==> src/hdl/wmws_pkg.sv <==
// package for the weight matrix window scorer
// shared types and constants; no dependencies
package wmws_pkg;

    localparam int MAX_WINDOW_DEF   = 32;
    localparam int SYMBOL_COUNT_DEF = 5;

    localparam logic [2:0] REG_WINDOW_LENGTH = 3'd0;
    localparam logic [2:0] REG_FOCUS_OFFSET  = 3'd1;
    localparam logic [2:0] REG_SCORE_OFFSET  = 3'd2;
    localparam logic [2:0] REG_FIRST_POS     = 3'd3;
    localparam logic [2:0] REG_LAST_POS      = 3'd4;

    typedef struct packed {
        logic               mode;
        logic               new_sequence;
        logic [2:0]         symbol_code;
        logic [7:0]         weight_index;
        logic signed [15:0] weight_value;
        logic               weight_forbidden;
    } in_item_t;

    typedef struct packed {
        logic [31:0]        scored_position;
        logic signed [31:0] window_score;
        logic               score_forbidden;
    } out_item_t;

    // controller to datapath
    typedef struct packed {
        logic accept;  // take input item
        logic clear;   // clear accumulator, start column walk
        logic step;    // add one column
        logic finish;  // form result
    } dp_cmd_t;

    // datapath to controller
    typedef struct packed {
        logic emit;       // window full, result due
        logic last_col;
    } dp_stat_t;

endpackage

==> src/hdl/weight_matrix_window_scorer.sv <==
// Position weight matrix window scorer, top level.
// Input channel (in_valid/in_stall/in_item): load items (mode 0) write one
// weight memory entry; symbol items (mode 1) shift the symbol window. A
// symbol item that fills the window starts a column walk over the weight
// memory, one column per cycle through its single read port; in_stall is
// high for the whole walk. Items that give no result do not stall the input.
// A result appears on out_valid/out_item after the walk and holds until taken.
// A waiting result does not block the next item unless a second result would
// need the output register, in which case in_stall rises until it drains.
// Configuration is to be written through the apb-style port while idle;
// the block itself does not enforce this.
// Reset clears the window, position count, registers and handshakes; the
// weight memory keeps no reset and must be loaded before scoring.
// Depends on wmws_pkg, wmws_regs, wmws_ctrl, wmws_datapath.
module weight_matrix_window_scorer #(
    parameter int MAX_WINDOW   = wmws_pkg::MAX_WINDOW_DEF,
    parameter int SYMBOL_COUNT = wmws_pkg::SYMBOL_COUNT_DEF
) (
    input  logic                clk,
    input  logic                rst_n,
    input  logic                in_valid,
    output logic                in_stall,
    input  wmws_pkg::in_item_t  in_item,
    output logic                out_valid,
    input  logic                out_stall,
    output wmws_pkg::out_item_t out_item,
    input  logic                psel,
    input  logic                penable,
    input  logic                pwrite,
    input  logic [4:0]          paddr,
    input  logic [31:0]         pwdata,
    output logic [31:0]         prdata,
    output logic                pready
);
    import wmws_pkg::*;

    dp_cmd_t  cmd;
    dp_stat_t stat;
    logic [5:0]         window_length;
    logic [4:0]         focus_offset;
    logic signed [31:0] score_offset;
    logic [31:0]        first_valid_position;
    logic [31:0]        last_valid_position;

    wmws_regs u_regs (
        .clk, .rst_n, .psel, .penable, .pwrite, .paddr, .pwdata, .prdata, .pready,
        .window_length, .focus_offset, .score_offset,
        .first_valid_position, .last_valid_position
    );

    wmws_ctrl u_ctrl (
        .clk, .rst_n, .in_valid, .in_stall, .out_valid, .out_stall, .stat, .cmd
    );

    wmws_datapath #(
        .MAX_WINDOW   (MAX_WINDOW),
        .SYMBOL_COUNT (SYMBOL_COUNT)
    ) u_dp (
        .clk, .rst_n, .in_item, .cmd, .stat,
        .window_length, .focus_offset, .score_offset,
        .first_valid_position, .last_valid_position,
        .result (out_item)
    );

endmodule

==> src/hdl/wmws_datapath.sv <==
// datapath: symbol window, weight memory, column accumulator, result register
// depends on wmws_pkg
module wmws_datapath #(
    parameter int MAX_WINDOW   = 32,
    parameter int SYMBOL_COUNT = 5
) (
    input  logic                clk,
    input  logic                rst_n,
    input  wmws_pkg::in_item_t  in_item,
    input  wmws_pkg::dp_cmd_t   cmd,
    output wmws_pkg::dp_stat_t  stat,
    input  logic [5:0]          window_length,
    input  logic [4:0]          focus_offset,
    input  logic signed [31:0]  score_offset,
    input  logic [31:0]         first_valid_position,
    input  logic [31:0]         last_valid_position,
    output wmws_pkg::out_item_t result
);
    import wmws_pkg::*;

    localparam int DEPTH = MAX_WINDOW * SYMBOL_COUNT;
    localparam int AW    = $clog2(DEPTH);
    localparam int CW    = (MAX_WINDOW > 1) ? $clog2(MAX_WINDOW) : 1;
    localparam int FW    = $clog2(MAX_WINDOW + 1);

    logic [2:0]  win_reg [MAX_WINDOW];
    logic [16:0] wmem [DEPTH];
    logic [FW-1:0] fill_reg;
    logic [31:0] count_reg;
    logic [CW-1:0] col_reg;
    logic [CW:0]   len_w;
    logic [CW-1:0] lastc;
    logic [AW-1:0] rd_addr;
    logic [16:0]   rd_reg;
    logic          rd_val_reg;
    logic signed [47:0] sum_reg;
    logic          forb_reg;
    logic [31:0]   pos_reg;
    logic [2:0]    code;
    logic [FW-1:0] fill_new;
    logic [2:0]    sym;
    logic signed [47:0] tot;
    logic [31:0]   pos_calc;

    always_comb
    begin
        if (window_length == 6'd0)
            len_w = (CW+1)'(1);
        else if (32'(window_length) > 32'(MAX_WINDOW))
            len_w = (CW+1)'(MAX_WINDOW);
        else
            len_w = (CW+1)'(window_length);
        lastc = CW'(len_w - 1'b1);
        code = (32'(in_item.symbol_code) > 32'(SYMBOL_COUNT - 1))
            ? 3'(SYMBOL_COUNT - 1) : in_item.symbol_code;
        fill_new = in_item.new_sequence ? FW'(0) : fill_reg;
        if (32'(fill_new) < 32'(MAX_WINDOW))
            fill_new = fill_new + 1'b1;
        // column i reads window tap len-1-i
        sym = win_reg[CW'(lastc - col_reg)];
        rd_addr = AW'(32'(col_reg) * SYMBOL_COUNT + 32'(sym));
        stat.emit     = in_item.mode && (32'(fill_new) >= 32'(len_w));
        stat.last_col = (col_reg == lastc);
        tot = sum_reg + 48'(score_offset);
        pos_calc = count_reg - 32'(len_w) + 32'(focus_offset);
    end

    always_ff @(posedge clk or negedge rst_n)
    begin
        if (!rst_n)
        begin
            fill_reg  <= '0;
            count_reg <= '0;
            for (int i = 0; i < MAX_WINDOW; i++)
                win_reg[i] <= 3'd0;
        end
        else if (cmd.accept && in_item.mode)
        begin
            fill_reg  <= fill_new;
            count_reg <= (in_item.new_sequence ? 32'd0 : count_reg) + 32'd1;
            for (int i = 1; i < MAX_WINDOW; i++)
                win_reg[i] <= in_item.new_sequence ? 3'd0 : win_reg[i-1];
            win_reg[0] <= code;
        end
    end

    always_ff @(posedge clk)
    begin
        if (cmd.accept && !in_item.mode && 32'(in_item.weight_index) < DEPTH)
            wmem[AW'(in_item.weight_index)] <=
                {in_item.weight_forbidden, in_item.weight_value};
        rd_reg <= wmem[rd_addr];
    end

    always_ff @(posedge clk)
    begin
        if (cmd.clear)
        begin
            col_reg    <= '0;
            sum_reg    <= '0;
            rd_val_reg <= 1'b0;
            pos_reg    <= pos_calc;
            forb_reg   <= (pos_calc < first_valid_position)
                       || (pos_calc > last_valid_position);
        end
        else
        begin
            if (cmd.step)
                col_reg <= col_reg + 1'b1;
            rd_val_reg <= cmd.step;
            if (rd_val_reg)
            begin
                sum_reg  <= sum_reg + 48'(signed'(rd_reg[15:0]));
                forb_reg <= forb_reg | rd_reg[16];
            end
        end
        if (cmd.finish)
        begin
            result.scored_position <= pos_reg;
            result.score_forbidden <= forb_reg;
            if (forb_reg)
                result.window_score <= '0;
            else if (tot > 48'sh7FFFFFFF)
                result.window_score <= 32'sh7FFFFFFF;
            else if (tot < -48'sh80000000)
                result.window_score <= 32'sh80000000;
            else
                result.window_score <= 32'(tot);
        end
    end

endmodule

==> src/hdl/wmws_ctrl.sv <==
// controller: sequences accept, column walk and output handshake
// depends on wmws_pkg
module wmws_ctrl (
    input  logic               clk,
    input  logic               rst_n,
    input  logic               in_valid,
    output logic               in_stall,
    output logic               out_valid,
    input  logic               out_stall,
    input  wmws_pkg::dp_stat_t stat,
    output wmws_pkg::dp_cmd_t  cmd
);
    import wmws_pkg::*;

    typedef enum logic [2:0] {IDLE, WALK, DRAIN, LAST, DONE} state_t;

    state_t state_reg, state_next;
    logic   out_valid_reg, out_valid_next;

    // a finished result may wait while the next item is accepted
    assign in_stall  = (state_reg != IDLE);
    assign out_valid = out_valid_reg;

    always_comb
    begin
        state_next     = state_reg;
        out_valid_next = out_valid_reg && out_stall;
        cmd            = '0;
        case (state_reg)
            IDLE:
            begin
                if (in_valid && !in_stall)
                begin
                    cmd.accept = 1'b1;
                    if (stat.emit)
                        state_next = WALK;
                end
            end
            WALK:
            begin
                // this state loads position and clears the accumulator
                cmd.clear  = 1'b1;
                state_next = DRAIN;
            end
            DRAIN:
            begin
                cmd.step = 1'b1;
                if (stat.last_col)
                    state_next = LAST;
            end
            LAST:
            begin
                // last weight read lands this cycle; accumulate it
                state_next = DONE;
            end
            DONE:
            begin
                if (!(out_valid_reg && out_stall))
                begin
                    cmd.finish     = 1'b1;
                    out_valid_next = 1'b1;
                    state_next     = IDLE;
                end
            end
            default: state_next = IDLE;
        endcase
    end

    always_ff @(posedge clk or negedge rst_n)
    begin
        if (!rst_n)
        begin
            state_reg     <= IDLE;
            out_valid_reg <= 1'b0;
        end
        else
        begin
            state_reg     <= state_next;
            out_valid_reg <= out_valid_next;
        end
    end

endmodule

==> src/hdl/wmws_regs.sv <==
// configuration register file behind an apb-style port
// depends on wmws_pkg
module wmws_regs (
    input  logic               clk,
    input  logic               rst_n,
    input  logic               psel,
    input  logic               penable,
    input  logic               pwrite,
    input  logic [4:0]         paddr,
    input  logic [31:0]        pwdata,
    output logic [31:0]        prdata,
    output logic               pready,
    output logic [5:0]         window_length,
    output logic [4:0]         focus_offset,
    output logic signed [31:0] score_offset,
    output logic [31:0]        first_valid_position,
    output logic [31:0]        last_valid_position
);
    import wmws_pkg::*;

    logic [2:0] sel;

    assign pready = 1'b1;
    assign sel    = paddr[4:2];

    always_ff @(posedge clk or negedge rst_n)
    begin
        if (!rst_n)
        begin
            window_length        <= 6'd1;
            focus_offset         <= 5'd0;
            score_offset         <= 32'sd0;
            first_valid_position <= 32'd0;
            last_valid_position  <= 32'hFFFFFFFF;
        end
        else if (psel && penable && pwrite)
        begin
            case (sel)
                REG_WINDOW_LENGTH: window_length        <= pwdata[5:0];
                REG_FOCUS_OFFSET:  focus_offset         <= pwdata[4:0];
                REG_SCORE_OFFSET:  score_offset         <= pwdata;
                REG_FIRST_POS:     first_valid_position <= pwdata;
                REG_LAST_POS:      last_valid_position  <= pwdata;
                default: ;
            endcase
        end
    end

    always_comb
    begin
        case (sel)
            REG_WINDOW_LENGTH: prdata = {26'd0, window_length};
            REG_FOCUS_OFFSET:  prdata = {27'd0, focus_offset};
            REG_SCORE_OFFSET:  prdata = score_offset;
            REG_FIRST_POS:     prdata = first_valid_position;
            REG_LAST_POS:      prdata = last_valid_position;
            default:           prdata = 32'd0;
        endcase
    end

endmodule

==> config.mk <==
export PLATFORM = sky130hd
export DESIGN_NAME = weight_matrix_window_scorer
export DESIGN_NICKNAME = d
export VERILOG_FILES = /design/src/hdl/wmws_pkg.sv /design/src/hdl/weight_matrix_window_scorer.sv /design/src/hdl/wmws_datapath.sv /design/src/hdl/wmws_ctrl.sv /design/src/hdl/wmws_regs.sv
export SDC_FILE = /design/constraint.sdc
export NUM_CORES = 2
export LEC_CHECK = 0
export ABC_AREA = 1
export CAP_MARGIN = 20
export CORE_UTILIZATION = 60
export CTS_BUF_LIST = sky130_fd_sc_hd__clkbuf_4 sky130_fd_sc_hd__clkbuf_8
export DETAILED_ROUTE_END_ITERATION = 8
export DONT_BUFFER_PORTS = 1
export HOLD_SLACK_MARGIN = 0.12
export MAX_ROUTING_LAYER = met4
export PLACE_DENSITY = 0.8
export SLEW_MARGIN = 10
export SYNTH_ARGS = -nofsm -noshare
export SYNTH_HDL_FRONTEND = slang
export SYNTH_HIERARCHICAL = 1
export SYNTH_SLANG_ARGS = --single-unit
==> constraint.sdc <==
create_clock -name clk -period 12.65 [get_ports clk]
set_input_delay 1.265 -clock clk [delete_from_list [all_inputs] [get_ports clk]]
set_output_delay 1.265 -clock clk [all_outputs]
set_load 0.02 [all_outputs]
Word-level counts from Yosys, hierarchy flattened

Memories as Yosys holds them, arrays and structs flattened. A register that Yosys moved wholly into a read port is not among the register bits.
Cells that the tools add are included.

Magnitude comparators: 10
Multiply operators: 1
Eq/ne operators: 13
Reductions and logical operators: 23
Mux-type cells: 59
Bitwise operators: 2
Add/subtract/negate cells: 10

Operators by type and width:

| kind                                                                    | number |
|---|---|
| 32-bit one-hot mux with 5 select lines                                  | 1 |
| 3-bit two-way mux                                                       | 38 |
| 32-bit two-way mux                                                      | 2 |
| 48-bit by 16-bit adder with 48-bit output                               | 1 |
| 48-bit by 32-bit adder with 48-bit output                               | 1 |
| 48-bit by 32-bit > comparator with 1-bit output (second input constant) | 1 |
| 48-bit by 32-bit < comparator with 1-bit output (second input constant) | 1 |
| 32-bit by 1-bit adder with 32-bit output (second input constant)        | 1 |
| 32-bit by 5-bit adder with 32-bit output                                | 1 |
| 32-bit > comparator                                                     | 1 |
| 32-bit < comparator                                                     | 1 |
| 32-bit by 6-bit subtractor with 32-bit output                           | 1 |
| 31-bit two-way mux                                                      | 1 |
| 6-bit two-way mux                                                       | 4 |
| 3-bit binary-select mux with 5-bit select                               | 1 |
| 3-bit one-hot mux with 5 select lines                                   | 1 |
| 3-bit by 2-bit equality test with 1-bit output (second input constant)  | 4 |
| 1-bit two-way mux                                                       | 11 |
| 2-bit AND reduction                                                     | 5 |
| 8-bit by 3-bit adder with 8-bit output                                  | 1 |
| 1-bit logical AND                                                       | 8 |
| 8-bit < comparator (second input constant)                              | 1 |
| 5-bit by 3-bit multiplier with 8-bit output (second input constant)     | 1 |
| 6-bit by 1-bit adder with 6-bit output (second input constant)          | 1 |
| 23 further kinds                                                        | 29 |

Output and inout port bits: 100
Logic and storage cells: 169
Memories: 1
Bits in writable memories: 2720
Register bits: 397
Input port bits: 74

Memories:

| name      | words | bits a word | read ports | clocked after memory_dff | wr ports | line                | source |
|---|---|---|---|---|---|---|---|
| u_dp.wmem | 160   | 17          | 1          | 1                        | 1        | wmws_datapath.sv:27 | `logic [16:0] wmem [DEPTH];` |

Depth between registers and ports, before layout

Depth after elaboration: 10
Gate-level depth with buffers: 33
Depth with buffers taken out: 29

By module

Netlist, hierarchy kept.

Modules (own cells, without submodules):

| module        | sequential area each (sq um) | cells an instance | instances | area an instance (sq um) |
|---|---|---|---|---|
| wmws_datapath | 89395.7                      | 11194             | 1         | 130109.8 |
| wmws_regs     | 2718.9                       | 646               | 1         | 5049.8 |
| wmws_ctrl     | 100.1                        | 30                | 1         | 217.7 |

Least setup slack after synthesis

OpenSTA, ideal clock, no wires.

Kind: register to register
Start point: reg u_regs.window_length[1]
End point: reg u_dp.rd_reg[14] (read register of u_dp.wmem)
Arrival time: 5.432 ns
Library setup time: 0.117 ns
Path buffers: 6
Stages on the path, launching flop included: 31
Period minus slack after synthesis: 5.549 ns
Data required time: 12.533 ns
Path slack: 7.101 ns
Cells stage by stage: dfrtp_1 > nor3_1 > nand3_1 > a21oi_1 > inv_1 > ha_1 > inv_1 > fa_1 > clkbuf_1 > inv_1 > buf_1 > a21oi_1 > o21ai_0 > nand3_1 > o21ai_0 > mux2_2 > o21ai_0 > ha_1 > ha_1 > inv_1 > fa_1 > inv_1 > buf_2 > clkbuf_1 > clkbuf_1 > clkbuf_1 > o221ai_1 > nand3_1 > nand3_1 > o211ai_1 > nand2_1

Longest elaborated chain between the ends: 10
Elaborated cells on any way between the ends: 11
Those cells by class: 3 x add/sub; 1 x order compare; 5 x mux; 1 x bitwise; 1 x reduce/logical

Ends and longest elaborated chain:

| element                                                  | line                | source |
|---|---|---|
| start: declaration                                       | wmws_regs.sv:13     | `output logic [5:0] window_length,` |
| start signal: assignment                                 | wmws_regs.sv:39     | `REG_WINDOW_LENGTH: window_length <= pwdata[5:0];` |
| 6-bit > comparator                                       | wmws_datapath.sv:49 | `else if (32'(window_length) > 32'(MAX_WINDOW))` |
| 6-bit two-way mux                                        | wmws_datapath.sv:49 |  |
| 6-bit two-way mux *                                      | wmws_datapath.sv:47 | `if (window_length == 6'd0)` |
| 5-bit by 1-bit subtractor with 5-bit output *            | wmws_datapath.sv:53 | `lastc = CW'(len_w - 1'b1);` |
| 5-bit subtractor *                                       | wmws_datapath.sv:60 | `sym = win_reg[CW'(lastc - col_reg)];` |
| 5-bit inverter with 6-bit output (not written as such) * | wmws_datapath.sv:60 |  |
| 3-bit binary-select mux with 5-bit select *              | wmws_datapath.sv:60 |  |
| 3-bit two-way mux (not written as such) * (2 in series)  | wmws_datapath.sv:60 |  |
| 8-bit by 3-bit adder with 8-bit output *                 | wmws_datapath.sv:61 | `rd_addr = AW'(32'(col_reg) * SYMBOL_COUNT + 32'(sym));` |
| end: declaration                                         | wmws_datapath.sv:34 | `logic [16:0] rd_reg;` |

Mark *: on every way between the ends. The rest lies on a longest branch, timed or not. The select of a mux whose other input is x is not followed.
A chain may end at the register's enable or synchronous reset.

Worst setup path in the final report

Start point: reg u_regs.window_length[1]
End point: reg u_dp.rd_reg[12] (read register of u_dp.wmem)

Same word-level chain as after synthesis.

==> flow_summary.toml <==
[yosys]
seq_area_frac_synth_pct = 68.1
synth-main-ff-cell = "edfxtp_1"
synth_fp_nets = 12200
synth-edff-count = 2818
ys_seq_elements = 3134
async_reset_ff_share_pct = 7.82
synthCells = 11900
synth_top_area_share_pct = 62.5
synth_area_leader_cell = "edfxtp_1"
synth.distinct_cells = 65
syn_avg_cell_area_um2 = 11.4
netlist_area_mm2 = 0.135
synth_area_leaders = "edfxtp_1 (63%), o21ai_0 (7.0%), nor2_1 (5.7%)"
yosysWarnings = 6

[worst_setup_path]
slowest_delay_ns = 0.94
cp_common_cell = "o21ai_0"
cpMaxStageDelayCell = "fa_4"
cp.arrival_ns = 10.23
cp-start-kind = "flip-flop"
critPathBufInv = 7
cp.required_ns = 13.61
cp_max_fo = 100
crit_type = "reg -> reg"
end_kind = "flip-flop"
crit_family = "compound AO/OA/AOI/OAI gates"

[sta]
finalMaxSlewViolations = 0
period_needed_ns = 9.27
setup_violations = 0
fin_tns_setup_ns = 0
rsz0062_at_grt = "no"
worst_slew_pin_slew_ns = 1.27
max_freq_mhz = 108
slew_headroom_pct = 15.2
period_share_pct = 73.3
finClkSkew_ns = 0.164
hold_viol = 0

[clocking]
postCtsHoldBufs = 1
htreeDepth = 5
cts-root-buf = "clkbuf_8"
cts_resized = 0
clock_sinks = 3134
worstSkewPairLatency_ns = 1.19
post-cts-setup-buffer-count = 0
ctsLongestPathBuffers = 4
cts-buffers-inserted = 486
cts_tree = "yes"
path_clk_slew_ns = 0.06

[grt]
grt_antenna_before_repair = 8
grt_pass1_vias = 93000
track_usage_pct = 32.9
grt_overflow_total = 0
grt_max_degree = 246
grt_pass1_wl_um = 554000

[detailed_routing]
drc = 0
final_antenna_net_count = 0
vias = 97900
wl_um = 374000
drtPass1Iterations = 7
wl_per_cell_um = 24.5
viasPerCell = 6.42
drt-initial-drc-count = 14300

[floorplanning]
fp.dieH_um = 477
start_util_pct = 60.3
fp.dieArea_mm2 = 0.228
io_pins = 174
coreArea_mm2 = 0.224
die_w_um = 477
rows = 174

[placed_design]
dpl.hpwl_um = 213000
numPortBuffers = 0
placed_cell_area_mm2 = 0.138
place.gp.congestion = 0.954

[finish]
finalNetCount = 12200
drive_gt1_share_pct = 9.76
fin_area_mm2 = 0.148
fillers = 15800
multi_input_comb_area_mm2 = 0.0382
largest_reg_flops = 2720
seq_area_mm2 = 0.0922
synthToLayoutAreaGrowth_pct = 9.27

[flow_run]
maxCapViolCount = 0

[hold_path]
holdCritPathClass = "in -> async"

[run_status]
outcome = "finished clean"
metal layers:
| layer | GRT usage, % | part of all wire, % |
|---|---|---|
| met1 | 42.7 | 37 |
| met3 | 6.63 | 12 |
| met2 | 49.9 | 46 |
| met4 | 15.7 | 5.0 |
| met5 | - | 0 |
stage by stage:
| stage | worst slack [ns] | instances | hold WS, ns | utilization [%] |
|---|---|---|---|---|
| floorplan | 7.10 | 11900 | 0.400 | - |
| global placement | 3.85 | 14400 | 0.401 | 61.6 |
| detailed placement | 3.91 | 14400 | 0.405 | 61.7 |
| CTS | 3.85 | 15200 | 0.141 | 65.8 |
| global route | 3.25 | 15200 | 0.123 | 65.9 |
| finish | 3.38 | 15200 | 0.0969 | 65.9 |
cells in the mapped netlist (212+ instances only):
cell type	instances
o21ai_0	1905
clkbuf_1	543
dfrtp_1	212
edfxtp_1	2818
nand2_1	1201
nor2_1	2062
ha_1	219
a21oi_1	270
o22ai_1	532
o221ai_1	219
nand3_1	392
inv_1	564
final timing paths:
kind                       cells after the start               startpoint                 endpoint  slack [ns]
hold / removal                                 1                    rst_n      u_ctrl/state_reg[0]         0.1
setup reg to reg                              28  u_regs/window_length[1]          u_dp/rd_reg[12]        3.38
min in group clk                               0              in_item[15]        u_dp/wmem[58][14]        0.22
hold reg to reg                                0         u_dp/pos_reg[11]          u_dp/result[44]        0.37
setup / recovery                              28  u_regs/window_length[1]          u_dp/rd_reg[12]        3.38
max in group asynchronous                      2                    rst_n  u_regs/score_offset[29]       11.23
kinds of logic after synthesis:
family	share of synthesized area [%]
other cells	0.00277
simple gates	11.5
mux	0.0250
xor+xnor	0.878
buf+inv	3.84
fa+ha+maj	2.16
compound gates	13.5
flops	68.1
placed cells by master (no fill, tap or decap), drive strengths merged, types with 256 or more instances in the layout:
cell    synthesis  routed
edfxtp       2818    2818
nor2         2091    2091
o21ai        1916    1916
nand2        1219    1219
clkbuf        543     669
inv           574     579
o22ai         532     532
nand3         401     401
a21oi         301     301
buf           184     256
layout make-up:
type / instances / area share [%]
diodes: 17 / 0.0288
clock buffers: 669 / 5.51
clock inverters: 172 / 0.699
inverters: 580 / 1.49
multi-input cells: 7429 / 25.8
flip-flops and latches: 3134 / 62.3
well taps: 2992 / 2.53
repair buffers: 256 / 1.61
Power is not shown: default switching activity piles up to over one toggle a cycle in this logic, so the estimate is an artifact.
